===== config.mk =====
export PLATFORM = sky130hd
export DESIGN_NAME = lcfp_ctrl
export DESIGN_NICKNAME = d
export VERILOG_FILES = /design/src/rtl/lcfp_pkg.sv /design/src/rtl/lcfp_ctrl.sv
export SDC_FILE = /design/constraint.sdc
export NUM_CORES = 1
export LEC_CHECK = 0
export BUFFER_PORTS_ARGS = -buffer_cell sky130_fd_sc_hd__buf_2
export CAP_MARGIN = 10
export CORE_MARGIN = 2
export CORE_UTILIZATION = 49
export CTS_CLUSTER_SIZE = 14
export DETAILED_ROUTE_END_ITERATION = 6
export HOLD_SLACK_MARGIN = 0.1
export PLACE_DENSITY_LB_ADDON = 0.3
export REMOVE_ABC_BUFFERS = 1
export SLEW_MARGIN = 20
export SYNTH_ARGS = -nofsm -noshare
export SYNTH_HDL_FRONTEND = slang
export SYNTH_SLANG_ARGS = --single-unit

===== constraint.sdc =====
create_clock -name clk -period 2.7 [get_ports clk]
set_clock_uncertainty 0.1 [all_clocks]
set_input_delay 0.54 -clock clk [delete_from_list [all_inputs] [get_ports clk]]
set_output_delay 0.54 -clock clk [all_outputs]
set_load 0.02 [all_outputs]

===== src/rtl/lcfp_pkg.sv =====
// ----------------------------------------------------------------------------
// lcfp_pkg
// Shared types and constants for the lighting channel frame parser.
// ----------------------------------------------------------------------------
package lcfp_pkg;

  localparam int CHANNELS = 512;
  localparam int IDX_W    = $clog2(CHANNELS);
  localparam int CNT_W    = $clog2(CHANNELS + 1);
  localparam int SEND_W   = 10;
  localparam int RIDX_W   = 9;

  localparam logic [7:0] BYTE_FULL_HDR = 8'hFF;
  localparam logic [7:0] BYTE_ONE_HDR  = 8'hFE;
  localparam logic [7:0] BYTE_SECOND   = 8'h00;

  localparam logic KIND_STATUS = 1'b0;
  localparam logic KIND_READ   = 1'b1;

  localparam logic MODE_BYTE = 1'b0;

  typedef enum logic [3:0] {
    PH_HEADER   = 4'd0,
    PH_SECOND   = 4'd1,
    PH_CNT_H    = 4'd2,
    PH_CNT_L    = 4'd3,
    PH_CH_H     = 4'd4,
    PH_CH_L     = 4'd5,
    PH_VALUE    = 4'd6,
    PH_DATA     = 4'd7,
    PH_FULL_CHK = 4'd8,
    PH_ONE_CHK  = 4'd9
  } phase_t;

  typedef enum logic [2:0] {
    CS_CLEAR,
    CS_IDLE,
    CS_COMMIT,
    CS_EMIT_STAT,
    CS_EMIT_READ
  } ctl_state_t;

  // Byte operation applied by the datapath
  typedef enum logic [3:0] {
    OP_NONE,
    OP_XOR_CLR,
    OP_CNT_H,
    OP_CNT_L,
    OP_DATA,
    OP_CH_H,
    OP_CH_L,
    OP_VALUE,
    OP_ONE_WR
  } op_t;

  typedef struct packed {
    op_t  op;
    logic set_err;
    logic err_val;
    logic rd_en;
    logic sweep_clr;
    logic sweep_inc;
    logic clr_wr;
    logic cp_rd;
    logic load_stat;
    logic load_read;
  } cmd_t;

  typedef struct packed {
    logic cnt_bad;
    logic fill_last;
    logic xor_ok;
    logic chan_bad;
    logic clr_last;
    logic cp_last;
    logic out_free;
  } stat_t;

endpackage


===== src/rtl/lcfp_ctrl.sv =====
// ----------------------------------------------------------------------------
// lcfp_ctrl
// Controller: transaction sequencing, frame parse phase, clear and commit
// sweeps, result hand-off to the output register.
// ----------------------------------------------------------------------------
module lcfp_ctrl
  import lcfp_pkg::*;
(
  input  logic       clk,
  input  logic       rst_n,
  input  logic       in_valid,
  input  logic       in_mode,
  input  logic [7:0] in_rx_byte,
  output logic       in_ready,
  output cmd_t       cmd,
  input  stat_t      stat
);

  ctl_state_t state_r, state_nxt;
  phase_t     ph_r, ph_nxt;
  logic       accept;
  logic       one_err;

  always_ff @(posedge clk) begin
    if (!rst_n) begin
      state_r <= CS_CLEAR;
      ph_r    <= PH_HEADER;
    end else begin
      state_r <= state_nxt;
      ph_r    <= ph_nxt;
    end
  end

  assign in_ready = (state_r == CS_IDLE);
  assign accept   = in_valid && in_ready;
  assign one_err  = !stat.xor_ok || stat.chan_bad;

  always_comb begin
    state_nxt = state_r;
    ph_nxt    = ph_r;
    cmd       = '0;
    cmd.op    = OP_NONE;
    case (state_r)
      CS_CLEAR: begin
        cmd.clr_wr    = 1'b1;
        cmd.sweep_inc = 1'b1;
        if (stat.clr_last) begin
          cmd.sweep_clr = 1'b1;
          state_nxt     = CS_IDLE;
        end
      end
      CS_IDLE: begin
        if (accept && (in_mode != MODE_BYTE)) begin
          cmd.rd_en = 1'b1;
          state_nxt = CS_EMIT_READ;
        end else if (accept) begin
          case (ph_r)
            PH_SECOND: ph_nxt = (in_rx_byte == BYTE_SECOND) ? PH_CNT_H : PH_HEADER;
            PH_CNT_H: begin
              cmd.op = OP_CNT_H;
              ph_nxt = PH_CNT_L;
            end
            PH_CNT_L: begin
              cmd.op = OP_CNT_L;
              ph_nxt = stat.cnt_bad ? PH_HEADER : PH_DATA;
            end
            PH_DATA: begin
              cmd.op = OP_DATA;
              if (stat.fill_last) begin
                ph_nxt = PH_FULL_CHK;
              end
            end
            PH_FULL_CHK: begin
              ph_nxt      = PH_HEADER;
              cmd.set_err = 1'b1;
              cmd.err_val = !stat.xor_ok;
              if (stat.xor_ok) begin
                cmd.sweep_clr = 1'b1;
                state_nxt     = CS_COMMIT;
              end else begin
                state_nxt = CS_EMIT_STAT;
              end
            end
            PH_CH_H: begin
              cmd.op = OP_CH_H;
              ph_nxt = PH_CH_L;
            end
            PH_CH_L: begin
              cmd.op = OP_CH_L;
              ph_nxt = PH_VALUE;
            end
            PH_VALUE: begin
              cmd.op = OP_VALUE;
              ph_nxt = PH_ONE_CHK;
            end
            PH_ONE_CHK: begin
              ph_nxt      = PH_HEADER;
              cmd.set_err = 1'b1;
              cmd.err_val = one_err;
              if (!one_err) begin
                cmd.op = OP_ONE_WR;
              end
              state_nxt = CS_EMIT_STAT;
            end
            default: begin
              // header wait; unused phase codes land here too
              if (in_rx_byte == BYTE_FULL_HDR) begin
                cmd.op = OP_XOR_CLR;
                ph_nxt = PH_SECOND;
              end else if (in_rx_byte == BYTE_ONE_HDR) begin
                ph_nxt = PH_CH_H;
              end else begin
                ph_nxt = PH_HEADER;
              end
            end
          endcase
        end
      end
      CS_COMMIT: begin
        // one staging read per cycle, live write follows in the next cycle
        cmd.cp_rd     = 1'b1;
        cmd.sweep_inc = 1'b1;
        if (stat.cp_last) begin
          cmd.sweep_clr = 1'b1;
          state_nxt     = CS_EMIT_STAT;
        end
      end
      CS_EMIT_STAT: begin
        if (stat.out_free) begin
          cmd.load_stat = 1'b1;
          state_nxt     = CS_IDLE;
        end
      end
      CS_EMIT_READ: begin
        if (stat.out_free) begin
          cmd.load_read = 1'b1;
          state_nxt     = CS_IDLE;
        end
      end
      default: state_nxt = CS_IDLE;
    endcase
  end

endmodule


==> summary.txt <==
Timing
  – Setup TNS: 0 ns
  – Min Tclk post-route: 2.42 ns
  – Worst setup margin: 0.282 ns
  – Final setup violation count: 0
  – Hold_ws: 0.464 ns
  – RSZ-0062 raised after global routing: no
  – Worst-Margin Slew: 0.403 ns
  – Slew headroom: 73.1%
  – Tcrit/Tclk final: 89.5%
  – Final number of hold-violating endpoints: 0
  – Fmax: 414 MHz
  – Slew Viols, Final: 0

Route
  – Antenna viol nets, final: 0
  – Pre-antenna DRT Iters: 4
  – WL final: 1680 um
  – Post-route DRC: 0
  – Vias per cell: 5.69
  – Vias: 813
  – Iter 0 DRT Violations: 23
  – Avg WL per Cell: 11.8 um

Clocking
  – CTS Buf Count: 3
  – CTS tree: yes
  – CTS root buf: clkbuf_4
  – Clock buffer depth: 2
  – Clock transition at path regs: 0.06 ns
  – CTS-repair resized insts: 0
  – CTS H-tree depth: 1
  – Clk_lat worst skew: 0.25 ns
  – Post-CTS Setup Inserts: 0
  – Quantity of hold-fixing buffers added after cts: 0
  – CTS sink cnt: 7

Worst setup path
  – CP required: 2.06 ns
  – CP max stage delay: 0.48 ns
  – CP Max Fanout: 9
  – Top delay family on crit path: simple AND/OR/NAND/NOR gates
  – CP Buf/Inv Count: 1
  – Worst-case reg-to-reg path depth: 5
  – Critical path's slowest cell: dfxtp_1
  – CP cell instances: nor3b_4 -> and3b_2 -> nand3_1 -> nor3_1 -> buf_2
  – Worst r2r dst: ph_r[3]
  – Reg2reg setup slack: 0.85 ns
  – CP endpoint kind: output pin
  – Startpoint Class: flop
  – Crit Path Class: reg -> out
  – RR Startpoint: state_r[0]
  – WP data arrival: 1.78 ns

Logic synthesis
  – Post-Syn Area: 711 um^2
  – Syn_area_per_cell: 7.25 um^2
  – Ranking of synthesized cells by area: dfxtp_1 (20%), nand2_1 (5.3%), nor2_1 (5.3%), o21ai_0 (4.9%), a31oi_1 (4.4%)
  – Synth warn: 0
  – Synth area leader: dfxtp_1
  – Netlist cell types: 38
  – FF+latch count, synth: 7
  – Post-synth top area share: 19.7%
  – Seq/Total Area, Yosys: 19.7%
  – Post-synthesis instance total: 98

Global routing
  – Gr ovfl total: 0
  – Total Routing Usage GR: 19.1%
  – Vias in the first global route: 669
  – Largest net degree at the start of global routing: 14
  – Initial antenna violation count: 0
  – Global-route wire length before repair: 2660 um

Final layout
  – Most frequent cells in the layout: buf_2 (32), nor2_1 (10), nand2_1 (10)
  – Area grow syn2layout: 25.0%
  – Final Util: 66.6%
  – Antenna diode count: 0
  – Fin cells: 143
  – Nets: 148
  – Final Instance Area: 888 um^2
  – Commonest non-fill, non-tap cell in the layout: buf_2
  – Layout cell share with drive strength beyond 1: 36.7%

Floorplanning
  – CORE AREA: 1330 um^2
  – Die span in y: 42.1 um
  – Die area: 1770 um^2
  – Die Width: 42.1 um
  – Row Count: 13
  – I/O pin cnt: 33
  – Effective utilization at floorplan: 53.3%

Pwr
  – Worst vdd ir: 0.304 mV
  – Leakage power: 0.423 nW
  – Power Density: 514 nW/um^2
  – Total power: 457 uW

Placement
  – Routability cong.: 0.842
  – Placed cells: 139
  – # port buffers: 32
  – Placed Area: 861 um^2
  – Post-placement setup slack: 0.569 ns
  – HPWL Detailed: 1310 um

Hold path
  – Hold_sp: rst_n
  – Hold depth: 3
  – Worst-case hold path end point: ph_r[1]
  – Tightest Hold Check Type: in -> reg

Job
  – Maxcap violations: 0

Run status
  – Run status: completed
==> cell families (layout without fill, tap and decap cells) <==
kind of cell	Yosys count	count (layout)	share of synthesized area, %
multiplexers	3	3	4.23
buffers and inverters	12	42	7.75
AO/OA/AOI/OAI	24	24	21.7
flip-flops	7	7	19.7
AND/OR/NAND/NOR	51	51	45.4
XOR/XNOR	1	1	1.23
==> how the worst max path moves through the flow <==
| stage | from | cells past startpoint | endpoint |
|---|---|---|---|
| floorplan | state_r[0] | 4 | cmd[5] |
| global route | state_r[0] | 5 | cmd[5] |
| global placement | in_valid | 5 | cmd[12] |
| detailed placement | in_valid | 5 | cmd[12] |
| finish | state_r[0] | 5 | cmd[12] |
| CTS | state_r[0] | 5 | cmd[12] |
==> metal layers <==
layer  vias to the layer above  part of all wire [%]  global-route usage, %
li1                        426                     -                      -
met1                       364                    49                   25.5
met2                        21                    45                   30.0
met3                         2                   4.6                   1.29
met4                         0                   1.2                   11.3
met5                         -                     0                      0
==> tightest hold or removal path: stages <==
cell and delay (ns):
buf_2 0.12, o21ai_0 0.07, a31oi_1 0.04
==> cell usage after synthesis (all sizes together) <==
| master | number |
|---|---|
| clkbuf | 4 |
| and4 | 1 |
| nor3 | 5 |
| mux2i | 3 |
| or4b | 2 |
| a311oi | 1 |
| nand3b | 1 |
| or3b | 1 |
| a211oi | 2 |
| a32oi | 1 |
| nand3 | 3 |
| nand2b | 2 |
| nor4b | 2 |
| o221a | 1 |
| a2bb2oi | 1 |
| o21ai | 7 |
| and3b | 1 |
| nand2 | 10 |
| and4bb | 2 |
| xor2 | 1 |
| o211a | 1 |
| a21oi | 5 |
| or4 | 1 |
| nor2b | 1 |
| nor4 | 2 |
| buf | 3 |
| inv | 5 |
| dfxtp | 7 |
| and3 | 2 |
| nor2 | 10 |
| a31oi | 5 |
| or2 | 1 |
| nor3b | 2 |
| nand4 | 2 |
==> flip-flops by register name, summed over array words and instances (netlist names) <==
name / count
state_r: 3
ph_r: 4
==> layout make-up <==
class,instances,area [um^2]
fill,123,445
timing repair buffer,33,168
sequential,7,140
multi-input combinational,79,515
clock buffer,3,22.5
tap,15,18.8
clock inverter,1,5.00
inverter,5,18.8
==> power by group <==
part           internal, mW  switching [mW]  total (mW)
Combinational        0.0918           0.114       0.206
Clock                0.0543          0.0420      0.0962
Sequential            0.117          0.0371       0.154
Power figures use the tool's default switching activity.
